## config.mk

```make
export PLATFORM = sky130hd
export DESIGN_NAME = fcp_stack
export DESIGN_NICKNAME = d
export VERILOG_FILES = /design/src/rtl/core/fcp_pkg.sv /design/src/rtl/core/fcp_stack.sv
export SDC_FILE = /design/constraint.sdc
export NUM_CORES = 1
export LEC_CHECK = 0
export ABC_CLOCK_PERIOD_IN_PS = 3720
export BUFFER_PORTS_ARGS = -buffer_cell sky130_fd_sc_hd__buf_2
export CORE_MARGIN = 5
export CORE_UTILIZATION = 30
export CTS_CLUSTER_DIAMETER = 40
export DETAILED_ROUTE_END_ITERATION = 10
export GPL_ROUTABILITY_DRIVEN = 0
export PLACE_DENSITY = 0.53
export SKIP_CTS_REPAIR_TIMING = 1
export SYNTH_ARGS = -nofsm -noshare
export SYNTH_HDL_FRONTEND = slang
export SYNTH_SLANG_ARGS = --single-unit
```

## constraint.sdc

```tcl
create_clock -name i_clk -period 3.72 [get_ports i_clk]
set_input_delay 0.372 -clock i_clk [delete_from_list [all_inputs] [get_ports i_clk]]
set_output_delay 0.372 -clock i_clk [all_outputs]
set_load 0.02 [all_outputs]
```

## src/rtl/core/fcp_pkg.sv

```systemverilog
// Shared types, sizes and codes for the function call time profiler.
// Used by fcp_stack and function_call_time_profiler; depends on nothing.

package fcp_pkg;

    // Table and stack sizes
    localparam int TABLE_ENTRIES = 64;
    localparam int STACK_DEPTH   = 64;
    localparam int ADDRESS_BITS  = 48;

    // Fixed port widths
    localparam int OP_W       = 2;
    localparam int IN_ADDR_W  = 48;
    localparam int TS_W       = 64;
    localparam int IDX_W      = 6;
    localparam int STATUS_W   = 3;
    localparam int SLOT_OUT_W = 6;
    localparam int LEVEL_W    = 7;

    // Derived internal widths
    localparam int SLOT_W  = $clog2(TABLE_ENTRIES);
    localparam int CNT_W   = $clog2(TABLE_ENTRIES + 1);
    localparam int SP_W    = $clog2(STACK_DEPTH + 1);
    localparam int FRAME_W = $clog2(STACK_DEPTH);

    // Significant function address bits
    localparam logic [IN_ADDR_W-1:0] ADDR_MASK =
        IN_ADDR_W'({64{1'b1}} >> (64 - ADDRESS_BITS));

    // Operation codes
    localparam logic [OP_W-1:0] OP_ENTER = 2'd0;
    localparam logic [OP_W-1:0] OP_EXIT  = 2'd1;
    localparam logic [OP_W-1:0] OP_READ  = 2'd2;

    // Status codes
    localparam logic [STATUS_W-1:0] ST_OK        = 3'd0;
    localparam logic [STATUS_W-1:0] ST_FULL      = 3'd1;
    localparam logic [STATUS_W-1:0] ST_OVERFLOW  = 3'd2;
    localparam logic [STATUS_W-1:0] ST_UNDERFLOW = 3'd3;
    localparam logic [STATUS_W-1:0] ST_EMPTY     = 3'd4;

    // One table row
    typedef struct packed {
        logic [IN_ADDR_W-1:0] addr;
        logic [TS_W-1:0]      self_acc;
        logic [TS_W-1:0]      child_acc;
        logic [TS_W-1:0]      stamp;
    } t_row;

    // Call stack commands
    typedef struct packed {
        logic              push;
        logic              pop;
        logic              caller_rd;
        logic [SLOT_W-1:0] slot;
    } t_stk_cmd;

    // Call stack status
    typedef struct packed {
        logic [SP_W-1:0]   level;
        logic [SLOT_W-1:0] top;
        logic [SLOT_W-1:0] caller;
    } t_stk_stat;

endpackage

```

## src/rtl/core/fcp_stack.sv

```systemverilog
// Call stack of table slots: frame memory, depth counter and cached top.
// Depends on fcp_pkg.

module fcp_stack import fcp_pkg::*; (
    input  logic      i_clk,
    input  logic      i_rst_n,
    input  t_stk_cmd  i_cmd,
    output t_stk_stat o_stat
);

    logic [SLOT_W-1:0] r_frame_mem [STACK_DEPTH];
    logic [SP_W-1:0]   r_level;
    logic [SP_W-1:0]   n_level;
    logic [SLOT_W-1:0] r_top;
    logic [SLOT_W-1:0] r_caller;
    logic [SP_W-1:0]   caller_pos;

    // Caller sits one below the top frame
    assign caller_pos = r_level - SP_W'(2);

    // Write pushed frames, read the caller frame
    always_ff @(posedge i_clk) begin
        if (i_cmd.push) begin
            r_frame_mem[r_level[FRAME_W-1:0]] <= i_cmd.slot;
        end
        if (i_cmd.caller_rd) begin
            r_caller <= r_frame_mem[caller_pos[FRAME_W-1:0]];
        end
    end

    // Keep a copy of the top frame; after a pop the caller becomes top
    always_ff @(posedge i_clk) begin
        if (i_cmd.push) begin
            r_top <= i_cmd.slot;
        end else if (i_cmd.pop) begin
            r_top <= r_caller;
        end
    end

    // Advance the depth counter
    always_comb begin
        n_level = r_level;
        if (i_cmd.push) begin
            n_level = r_level + SP_W'(1);
        end else if (i_cmd.pop) begin
            n_level = r_level - SP_W'(1);
        end
    end

    always_ff @(posedge i_clk) begin
        if (!i_rst_n) begin
            r_level <= '0;
        end else begin
            r_level <= n_level;
        end
    end

    assign o_stat.level  = r_level;
    assign o_stat.top    = r_top;
    assign o_stat.caller = r_caller;

endmodule

```

==> summary by stage, run 1 <==
Worst setup path
The worst register-to-register path begins at r_level[2]. The critical path ends at r_caller[3]. The cell type group with the largest total delay on the critical path is buffers and inverters. The kind of start point of the critical path is a flop. In this run the worst setup path begins at r_level[2]. The worst-case reg-to-reg path depth is 9. The endpoint identified for the worst register-to-register timing path is r_caller[3]. The required time of the critical path is between 4 and 5 ns. The slowest cell on the critical path is sky130_fd_sc_hd__dfxtp_1. The delay of the slowest critical-path stage is roughly 0.48 ns. The critical path goes through inv_1 > ha_1 > xor2_4 > buf_4 > buf_4 > mux2i_1 > nor3_1 > a2111oi_4 > nand3_1. The worst setup path is captured at a flop. In this run the number of cells on the critical path is 9. The number of buffers and inverters on the critical path is 3. For flop-to-flop paths, the worst setup slack is 0.75 ns. The worst endpoint data arrival time is 3.28 ns. The maximum fanout along the worst path is 11. The most numerous cell on the critical path is sky130_fd_sc_hd__buf_4. The critical path in this run is classified as reg -> reg.

Finish
In the layout the commonest cells are sky130_fd_sc_hd__edfxtp_1, sky130_fd_sc_hd__mux4_2, sky130_fd_sc_hd__nor2_1. The final core utilization is 0.352. Of the cells placed in the final design, the portion with a size suffix greater than 1 is 0.287.

The final non-filler cell total is about 1600. The total non-filler cell area in the finished layout is between 15000 and 20000 sq um. The area added between synthesis and finish is 16.5%. The most common cell after layout, fill and taps aside is sky130_fd_sc_hd__edfxtp_1.

In the final design database the tool counted between 800 and 900 nets.

Power
The sequential fraction of design power is 0.436. The power density normalized to cell area is about 640 nW/um^2. Of the total power, the clock network draws 0.413. The internal portion of the total power is roughly 9 mW. The power consumption is 12.1 mW. The leakage power summed over all cells is 5.89 nW. The power spent charging and discharging nets is approximately 3.2 mW. The switching power as a share of total power is 0.260.

The share of total power dissipated in combinational logic is 0.151. VDD sags by at most between 400 and 500 uV.

Floorplanning
In this run the standard cell core region covers 53600 sq um. From bottom edge to top edge, the die measures ~240 um. The floorplan has between 80 and 90 rows. The top-level port count is 30. The width of the die is around 240 um. The floorplan step defined a die boundary enclosing just under 60000 sq um. The initial standard-cell utilization of the core is 0.302.

Yosys
The Yosys step of the flow raised 0 warnings. The fraction of registers with async set or reset after synthesis is 0. After synthesis the cells add up to ~16000 sq um. The flip-flop and latch count after synthesis is between 400 and 500. The net count of the mapped netlist is 803. The most common flop cell mapped by yosys is sky130_fd_sc_hd__edfxtp_1. Yosys mapped the design onto 46 distinct sky130hd cell types.

The synthesized area per cell is ~21 sq um. In the synthesized netlist, the number of instances is a little under 800. The part of the Yosys area used for sequential elements is 0.744. The number of flops mapped to enable cells by yosys is roughly 400.

GRT
For this run, the total global-route usage over all layers was measured as 0.125. The largest net degree at the start of global routing is 66. After global routing the overflow that remains totals 0.

The number of antenna violations at the first check in global routing is 2. The wire length of the first global-routing pass is around 55 mm. The via count of the first global-routing pass is 7969.

Clocking
The number of CTS-inserted buffers is 53. TritonCTS built the clock tree. The clock root buffer master is sky130_fd_sc_hd__clkbuf_16. The maximum clock path buffer count is 3. The level count of the clock H-tree is 2.

Clock-pin slew was measured on the worst setup and hold paths at roughly 0.050 ns. The tree built by TritonCTS fans out to ~400 sinks. The clock reaches the later pin of the worst-skew pair after 0.59 ns.

Detailed routing
The remaining antenna violation count is 0. The first routing iteration left ~610 violations. After detailed routing, the number of remaining DRC violations is 0. Wires add up to between 30 and 40 mm. The number of vias after detailed routing is approximately 7600. In the final routed layout, each cell accounts on average for around 23 um. Using the TritonRoute via totals, the vias-per-cell ratio works out to about 4.8. The first TritonRoute pass finished after 5 iterations.

STA
For the finished layout, the period the worst path requires is between 2 and 3 ns. Setup repair after global routing left no endpoint under its margin. In the final timing run, aggregate negative setup slack is 0 ns. The relative slew slack is 0.176. At the pin with the least slew margin, the transition time is 1.24 ns.

The max-slew violation count was 0. The number of hold violations in the final report is 0. Clock skew on the completed layout was measured at about 0.032 ns.

The maximum clock rate is approximately 0.34 GHz. The final count of negative-setup-slack endpoints is 0. The post-route clock period utilization is 0.798.

Run status
The flow ran to the end, and the final reports show no timing, DRC or antenna violations.

Min path
The startpoint of the tightest hold check path is i_rst_n. The path class of the lowest-slack min-delay path is in -> reg.

Place
The post-detailed-placement cell area is between 15000 and 20000 sq um. After detailed placement, the design holds a cell count of 1483. After legalization and detailed placement, the total HPWL measured ~23 mm. The count of buffers added on input and output ports is 29.

Flow run
Across the run, the number of max-cap violations was 0.
worst min path at each step:
stage,to,slack [ns],cells past startpoint
after floorplan,r_frame_mem[0][0],0.47,0
after global placement,r_level[6],0.48,2
after detailed placement,r_level[6],0.49,2
after CTS,r_caller[4],0.07,1
after global routing,r_caller[4],0.09,1
final,r_level[5],0.1,3
flip-flops by register name, summed over array words and instances (netlist names):
signal,count
r_caller,6
r_frame_mem,384
r_level,7
r_top,6
cell usage after synthesis (2+ instances only):
library cell                instances  area, sq um
sky130_fd_sc_hd__nand3_1           13         65.1
sky130_fd_sc_hd__a31oi_1            2         12.5
sky130_fd_sc_hd__xor2_1             4         35.0
sky130_fd_sc_hd__buf_12             2         40.0
sky130_fd_sc_hd__buf_6              8         90.1
sky130_fd_sc_hd__buf_4              5         37.5
sky130_fd_sc_hd__nand2_1           20         75.1
sky130_fd_sc_hd__ha_1               9          113
sky130_fd_sc_hd__nand2b_1          10         62.6
sky130_fd_sc_hd__nor3_1            15         75.1
sky130_fd_sc_hd__edfxtp_1         396        11900
sky130_fd_sc_hd__o21ai_0            2         10.0
sky130_fd_sc_hd__clkbuf_1          20         75.1
sky130_fd_sc_hd__buf_2              6         30.0
sky130_fd_sc_hd__mux2i_1           19          190
sky130_fd_sc_hd__dfxtp_1            7          140
sky130_fd_sc_hd__nor2b_1            2         12.5
sky130_fd_sc_hd__nor4b_1            2         17.5
sky130_fd_sc_hd__a211oi_1           8         60.1
sky130_fd_sc_hd__or3_1              3         18.8
sky130_fd_sc_hd__a21oi_1            7         35.0
sky130_fd_sc_hd__mux2_2            10          113
sky130_fd_sc_hd__nor2_1            70          263
sky130_fd_sc_hd__a2111oi_0          4         35.0
sky130_fd_sc_hd__mux4_2           108         2430
sky130_fd_sc_hd__inv_1              8         30.0
sky130_fd_sc_hd__a21o_1             3         22.5
layout make-up:
class                   count  area (sq um)
fillers                  5066         34800
flip-flops and latches    403         12000
multi-input cells         330          3860
clock buffers              62          1360
well taps                 696           871
clock inverters            36           392
repair buffers             46           298
inverters                   8          30.0
diodes                      1          2.50
power by group through the flow:
stage | Sequential [mW] | Clock, mW | Combinational [mW]
5_1_grt | 5.31 | 5.33 | 1.96
4_1_cts | 5.30 | 5.12 | 1.86
6_report | 5.29 | 5.02 | 1.83
3_5_place_dp | 5.39 | 0 | 1.86
3_3_place_gp | 5.39 | 0 | 1.84
2_1_floorplan | 5.37 | 0 | 1.22
worst min-delay path, stage by stage:
cell,delay [ns]
sky130_fd_sc_hd__buf_2,0.10
sky130_fd_sc_hd__a31oi_1,0.08
sky130_fd_sc_hd__nand3_1,0.08
per-layer routing:
metal,up-vias,share of wire,global-route usage
met4,0,0.020,0.0354
met2,149,0.50,0.210
met5,-,0,0
li1,3365,-,-
met1,4006,0.43,0.167
met3,58,0.046,0.0233
kinds of logic (layout without fill, tap and decap cells):
group | count (synthesis) | after routing | synth area share
flip-flops | 403 | 403 | 0.744
multiplexers | 138 | 138 | 0.170
XOR/XNOR | 6 | 6 | 0.00371
AND/OR/NAND/NOR | 142 | 142 | 0.0395
adder cells (fa/ha/maj) | 10 | 10 | 0.00820
buffers and inverters | 49 | 152 | 0.0187
other | 0 | 1 | 0
AO/OA/AOI/OAI | 34 | 34 | 0.0163
metrics by stage:
stage	hold slack, ns	setup slack (ns)
6_report	0.0997	0.750
5_1_grt	0.0902	0.549
4_1_cts	0.0661	0.725
3_5_place_dp	0.492	0.718
3_3_place_gp	0.483	0.784
2_1_floorplan	0.471	0.206
Note: power is estimated with default switching activity, not from simulation.
==> run 2, diff against run 1 <==
--- a/config.mk
+++ b/config.mk
@@ -5,7 +5,7 @@
 export SDC_FILE = /design/constraint.sdc
 export NUM_CORES = 1
 export LEC_CHECK = 0
-export ABC_CLOCK_PERIOD_IN_PS = 3720
+export ABC_CLOCK_PERIOD_IN_PS = 3100
 export BUFFER_PORTS_ARGS = -buffer_cell sky130_fd_sc_hd__buf_2
 export CORE_MARGIN = 5
 export CORE_UTILIZATION = 30
==> constraint.sdc (replaced) <==
create_clock -name i_clk -period 3.1 [get_ports i_clk]
set_input_delay 0.31 -clock i_clk [delete_from_list [all_inputs] [get_ports i_clk]]
set_output_delay 0.31 -clock i_clk [all_outputs]
set_load 0.02 [all_outputs]
==> summary by stage, run 2 (synthesis results as in run 1) <==
Worst setup path
The category of the worst setup path capture point is a flop. In this design, the largest share of critical-path delay is due to multiplexers. The critical path is of the reg -> reg type. The maximum fanout along the worst path is 18. The count of buffer and inverter cells on the critical path is 2.

For the worst setup path, the data required time is 3.46 ns. The worst setup path is launched from a flop. The endpoint of the lowest-slack register-to-register path is r_caller[0]. The slowest cell on the critical path is sky130_fd_sc_hd__dfxtp_4. For the worst setup path, the data arrival time is ~3.2 ns. The critical register-to-register path startpoint is r_level[0]. The worst-case reg-to-reg path depth is 7. The largest single stage delay on the critical path is 0.60 ns. The slack of the worst reg-to-reg path is about 0.29 ns.

The critical path goes through buf_12 > mux4_2 > mux2i_1 > nor3_1 > a2111oi_0 > buf_4 > nand3_1.

Power
The worst vdd rail ir drop is ~500 uV. For this design the static power due to leakage is around 6.4 nW. Power spread over the standard cell area amounts to 750 nW/um^2. The completed layout was analyzed and its total power is ~15 mW.

STA
The worst path in the final design needs a cycle of between 2 and 3 ns, including I/O delays and setup. Static timing analysis puts the maximum clock frequency at between 0.3 and 0.4 GHz. Setup repair after global routing left no endpoint under its margin. The relative slew slack is 0.225. Dividing the final minimum period by the clock period gives 0.907. The largest clock skew in the final design is between 0.02 and 0.025 ns. The transition time of the tightest slew-check pin is about 1.2 ns. The number of hold violations in the final report is 0. The post-route setup TNS is 0 ns. The max-slew violation count was 0. Setup violations remaining at the end of the flow were counted as 0.

Floorplanning
In this run the vertical extent of the chip is 242 um. The width of the die is approximately 240 um. The floorplan step defined a die boundary enclosing 58700 sq um. 30 I/O pins were placed. For this configuration, the core starts out at a cell density of 0.302.

After floorplanning, the core was divided into 85 placement rows. The placeable core region is between 50000 and 60000 sq um.

Place
Once placement completed, the tool counted placed cells totaling around 1600. The placed wire-length estimate is 23.9 mm. The number of port buffers is 29.

Clocking
The maximum clock path buffer count is 3. The clock tree from TritonCTS is done. The root buffer cell chosen for the clock tree is sky130_fd_sc_hd__clkbuf_16. In this run the number of H-tree levels came out at 2. The CTS clock-pin slew for the worst setup and hold paths is approximately 0.060 ns. At the later pin of the worst-skew pair, clock insertion delay measures ~0.60 ns.

The clock sink count is about 400. Buffers inserted during clock tree synthesis total 53.

GRT
The global routing usage summed across all routing layers is 0.125. In the global route stage, met2 resource usage came out at 0.205. In the global route stage, met1 resource usage came out at 0.169. The met3 track utilization from global routing is 0.0227. The wire length of the first global-routing pass is ~56 mm. The largest net degree at the start of global routing is slightly below 90.

The via count of the first global-routing pass is 8311. After global routing the overflow that remains totals 0. The peak-usage layer in the global routing report is met2.

The number of antenna violations at the first check in global routing is 0.

Finish
The ratio of cells with drive above 1 in the final layout is 0.349. The number of filler instances in the final layout is around 5000. The final non-filler cell total is between 1500 and 2000. The register with the most flip-flops in the layout has 384 of them. From synthesis to final layout, the design area changed by 20.8%. The sequential cell area in the final layout is between 10000 and 15000 sq um.

Measured on the finished design, the core utilization comes to 0.365. The library cell used most frequently in the layout, excluding fill and tap cells, is sky130_fd_sc_hd__edfxtp_1. At the end of the flow, the number of nets in the layout was between 900 and 1000. Summing all multi-input logic gate instances after layout gives approximately 3900 sq um. The diode insertion count for antenna repair is 0. Leaving out fill and tap cells, the most frequent cells in the layout are sky130_fd_sc_hd__edfxtp_1, sky130_fd_sc_hd__mux4_2, sky130_fd_sc_hd__buf_4.

Flow run
Max-cap violations in this run came to 0.

Min path
The worst hold path begins at i_rst_n. The worst hold path belongs to the class in -> reg. The hold-critical path depth is 3. The sink of the worst hold path is r_level[5].

Detailed routing
For this block, the routed nets add up to between 30 and 40 mm of wire. The post-detailed-route via-to-cell ratio is around 4.8. The detailed router placed roughly 8000 vias in this run. The count of TritonRoute iterations in the first routing pass is 4. The DRC violation total after the first TritonRoute iteration is a little over 600. The remaining antenna violation count is 0. The detailed-route wire length per cell is about 22 um. In the routed design, unresolved DRC markers number 0.

Run status
The run finished with clean final reports.
==> run 2: layer usage <==
| layer | share of wire | wire [um] |
|---|---|---|
| met1 | 0.43 | 15800 |
| met2 | 0.50 | 18300 |
| met3 | 0.052 | 1930 |
| met4 | 0.022 | 792 |
| met5 | 0 | 0 |
==> run 2: layout make-up <==
type | count | share of cell area
Sequential cell | 403 | 0.616
Multi-Input combinational cell | 330 | 0.197
Clock buffer | 59 | 0.0695
Timing Repair Buffer | 128 | 0.0506
Tap cell | 696 | 0.0445
Clock inverter | 39 | 0.0207
Inverter | 8 | 0.00154
==> run 2: worst max path at each step <==
stage	startpoint	end	depth (start not counted)
global placement	r_level[0]	r_caller[3]	6
CTS	r_level[0]	r_caller[0]	6
finish	r_level[0]	r_caller[0]	7
detailed placement	r_level[0]	r_caller[0]	6
floorplan	r_level[1]	r_caller[0]	11
global route	r_level[0]	r_caller[0]	7
==> run 2: through the flow <==
step	instance area [sq um]	hold slack (ns)	setup WS, ns
after floorplan	16200	0.409	0.0147
after global placement	17800	0.475	0.297
after detailed placement	17800	0.487	0.210
after CTS	19600	-0.00363	0.218
after global routing	19600	0.0105	0.0250
final	19600	0.0264	0.290
==> run 2: worst register-to-register path: stages (launching register included) <==
cell	delay [ns]
sky130_fd_sc_hd__dfxtp_4	0.60
sky130_fd_sc_hd__buf_12	0.22
sky130_fd_sc_hd__mux4_2	0.52
sky130_fd_sc_hd__mux2i_1	0.35
sky130_fd_sc_hd__nor3_1	0.10
sky130_fd_sc_hd__a2111oi_0	0.54
sky130_fd_sc_hd__buf_4	0.21
sky130_fd_sc_hd__nand3_1	0.06
==> run 2: power breakdown <==
part / switching (mW) / internal (mW) / leakage [nW]
Sequential: 0.129 / 6.18 / 3.64
Combinational: 1.34 / 1.03 / 1.87
Clock: 2.41 / 3.56 / 0.851
Total: 3.88 / 10.8 / 6.35
==> run 3, diff against run 2 <==
--- a/config.mk
+++ b/config.mk
@@ -5,7 +5,8 @@
 export SDC_FILE = /design/constraint.sdc
 export NUM_CORES = 1
 export LEC_CHECK = 0
-export ABC_CLOCK_PERIOD_IN_PS = 3100
+export ABC_AREA = 1
+export ABC_CLOCK_PERIOD_IN_PS = 2800
 export BUFFER_PORTS_ARGS = -buffer_cell sky130_fd_sc_hd__buf_2
 export CORE_MARGIN = 5
 export CORE_UTILIZATION = 30
==> constraint.sdc (replaced) <==
create_clock -name i_clk -period 2.8 [get_ports i_clk]
set_input_delay 0.28 -clock i_clk [delete_from_list [all_inputs] [get_ports i_clk]]
set_output_delay 0.28 -clock i_clk [all_outputs]
set_load 0.02 [all_outputs]
==> summary by stage, run 3 <==
Yosys
A synthesized cell averages 10.6 sq um. The part of the Yosys area used for sequential elements is 0.693. Summing every instance area after synthesis gives roughly 17000 sq um.

The synthesized design contains ~400 register bits. Ranked by instance count, the synthesized netlist is headed by sky130_fd_sc_hd__nand2_1, sky130_fd_sc_hd__edfxtp_1, sky130_fd_sc_hd__nand3_1. In the post-synthesis netlist, the biggest area contributors are sky130_fd_sc_hd__edfxtp_1, sky130_fd_sc_hd__nand2_1, sky130_fd_sc_hd__nand3_1. Counting flops with an async set or reset pin after synthesis yields a share of 0. The share of synthesized area in the top cell type comes to 0.685. The cell type with the highest aggregate area in the netlist is sky130_fd_sc_hd__edfxtp_1. The number of flops mapped to enable cells by yosys is 396.

When the netlist entered floorplanning its net count stood at about 1700. The number of unique standard cell types used by synthesis is 27. For this run, the number of Yosys warnings is 0. Among all cell types in the netlist, the one instantiated most often is sky130_fd_sc_hd__nand2_1. The most common flop cell mapped by yosys is sky130_fd_sc_hd__edfxtp_1.

Counting every instance in the synthesized netlist gives 1644.

Finish
The final non-filler cell total is between 2000 and 3000. In the layout the commonest cells are sky130_fd_sc_hd__nand2_1, sky130_fd_sc_hd__edfxtp_1, sky130_fd_sc_hd__nand3_1. 0 antenna diodes ended up in the layout. The area added between synthesis and finish is 19.8%.

The number of nets in the layout is around 1800. The library cell used most frequently in the layout, excluding fill and tap cells, is sky130_fd_sc_hd__nand2_1. The ratio of cells with drive above 1 in the final layout is 0.123.

Measured on the finished design, the core utilization comes to 0.362. The register with the most flip-flops in the layout has between 300 and 400 of them.

Detailed routing
The first detailed-routing pass took 5 iterations. The routed wire length is ~48 mm. In the routed design, unresolved DRC markers number 0. The count of nets left with antenna violations once routing finished came out at 0. In the detailed route, the total length drawn on met2 is 22.1 mm. The wire length on met3 is about 3.0 mm. In the final routing, the length of wire on met1 measures roughly 21 mm.

Dividing the detail-routed via count by the number of cells gives 4.75. The DRC violation total after the first TritonRoute iteration is ~1200. After detailed routing, no signal wire sits above met5.

The number of vias after detailed routing is between 10000 and 15000. After detailed routing, the average wire length per cell comes to between 15 and 20 um.

STA
Setup violations remaining at the end of the flow were counted as 0. Setup repair after global routing left no endpoint under its margin. The relative slew slack is 0.444.

The final period demand of the worst path is roughly 2.3 ns. The max-slew violation count came to 0. The number of hold violations in the final report is 0. The transition time of the tightest slew-check pin is about 0.83 ns. Across all setup checks in the final design, the least slack found is 0.466 ns. The post-route setup TNS is 0 ns. Of the available clock period, the critical path in the final layout requires 0.834. The maximum clock rate is 0.428 GHz. Between clock sinks in the finished design, the worst skew comes to around 0.0090 ns.

GRT
The total congestion overflow after global routing is 0. The largest net degree at the start of global routing is approximately 120. The via count of the first global-routing pass was roughly 12000. The first global-routing pass estimated ~72 mm of wire.

The number of antenna violations at the first check in global routing is 1. The global routing usage summed across all routing layers is 0.149.

Power
The internal power of the cells is around 12 mW. The sequential fraction of design power is 0.412. The switching power as a share of total power is 0.281. The clock network fraction of total power is 0.427.

The power density normalized to cell area is 815 nW/um^2. The share of total power dissipated in combinational logic is 0.160. Summed over all nets, the switching power comes to 4.77 mW. The design draws roughly 17 mW. The leakage power summed over all cells is between 8 and 9 nW. The worst vdd rail ir drop is between 400 and 500 uV.

Worst setup path
The slowest stage of the critical path is the sky130_fd_sc_hd__ha_1 cell. The critical register-to-register path startpoint is r_level[1]. The required time of the critical path is about 3.2 ns. The kind of start point of the critical path is a flop. The most numerous cell type found on the critical path is sky130_fd_sc_hd__nand3_1.

STA classifies the critical path endpoint as a flop. Along the worst path, the maximum fanout reaches 24. The worst-case reg-to-reg path depth is 8. The slack of the worst reg-to-reg path is roughly 0.47 ns. Traced cell by cell, the critical path runs through clkinv_2 > ha_1 > buf_4 > nand3_1 > nand3_1 > nand3_1 > nand3_1 > nand2_1. The largest single stage delay on the critical path is ~0.42 ns. The worst register-to-register path ends at r_caller[2]. At the worst endpoint, the arrival time is 2.68 ns. The worst setup path is of the reg -> reg kind.

Floorplanning
The row count is between 80 and 90. The height of the chip is around 250 um. The floorplan step defined a die boundary enclosing between 60000 and 70000 sq um. The placeable core region is approximately 57000 sq um. The width of the die is between 200 and 300 um. The top-level port count is 30.

For this configuration, the core starts out at a cell density of 0.302.

Min path
The min-delay analysis places its worst path in the category in -> reg. The startpoint identified for the worst hold timing path is i_cmd[6]. The sink of the worst hold path is r_caller[4]. Counting instances, the worst hold path has a depth of 1.

Clocking
The clock tree from TritonCTS is done. The clock net in this run drives a total of about 400 sinks. The CTS clock-pin slew for the worst setup and hold paths is roughly 0.060 ns. The clock root buffer master is sky130_fd_sc_hd__clkbuf_16. The maximum clock path buffer count is 3.

Buffers inserted during clock tree synthesis total 56. The clock tree synthesis step divided the H-tree into 2 levels. The worst-skew pair later-pin latency is 0.60 ns.

Place
The setup slack after placement is between 0.5 and 0.6 ns. The number of port buffers is 29. The placed wire-length estimate is a little over 30 mm. The number of placed instances with taps included is between 2000 and 2500.

Flow run
Across the run, the number of max-cap violations was 0.

Run status
The flow ran to the end, and the final reports show no timing, DRC or antenna violations.
[run 3: cell count changes after synthesis, moves of 19 or more]
cell and delta:
sky130_fd_sc_hd__buf_2 +32, sky130_fd_sc_hd__o21ai_0 +32, sky130_fd_sc_hd__nor2_1 +69, sky130_fd_sc_hd__mux4_2 -108, sky130_fd_sc_hd__mux2i_1 -19, sky130_fd_sc_hd__nand3_1 +245
sky130_fd_sc_hd__nand2_1 +517, sky130_fd_sc_hd__inv_1 +139
[run 3: how the worst max path moves through the flow]
stage,endpoint,slack (ns),startpoint,cells past startpoint
after floorplan,r_caller[1],0.16,r_level[1],12
after global placement,r_caller[0],0.51,r_level[1],8
after detailed placement,r_caller[0],0.51,r_level[1],8
after CTS,r_caller[0],0.50,r_level[1],8
after global routing,r_caller[0],0.40,r_level[1],8
final,r_caller[2],0.47,r_level[1],8
[run 3: layer usage]
metal,vias to the layer above,track usage
li1,5692,-
met1,5925,0.205
met2,385,0.239
met3,101,0.0242
met4,2,0.0533
met5,-,0
[run 3: logic make-up after synthesis]
logic type / synth area share
buffers and inverters: 0.0564
AOI/OAI and AO/OA: 0.0159
DFF: 0.693
and+or+nand+nor: 0.223
xor gates and xnor gates: 0.00433
adders and majority gates: 0.00764
[run 3: final cells by class]
cell class,instances,area (sq um)
Clock buffer,63,1450
Clock inverter,41,477
Fill cell,5659,36700
Inverter,152,574
Multi-Input combinational cell,1008,4350
Sequential cell,403,12000
Tap cell,765,957
Timing Repair Buffer,119,948
[run 3: metrics by stage]
| step | cell area (sq um) | hold slack, ns |
|---|---|---|
| global placement | 18900 | 0.486 |
| CTS | 20800 | -0.0679 |
| detailed placement | 18900 | 0.527 |
| finish | 20800 | 0.0346 |
| global route | 20800 | 0.00434 |
| floorplan | 17400 | 0.379 |
[run 3: power by group through the flow]
stage / registers, mW / logic [mW] / clock network (mW)
3_3_place_gp: 7.10 / 2.71 / 0
2_1_floorplan: 7.12 / 1.58 / 0
5_1_grt: 6.99 / 2.95 / 7.64
4_1_cts: 6.98 / 2.70 / 7.36
6_report: 6.98 / 2.72 / 7.24
3_5_place_dp: 7.10 / 2.69 / 0
[run 3: critical path, delay by kind of cell, from the launching register on]
family	cells	cell delay (ns)
buffers and inverters	2	0.57
adder cells (fa/ha/maj)	1	0.42
flip-flops	1	0.34
AND/OR/NAND/NOR	5	0.75
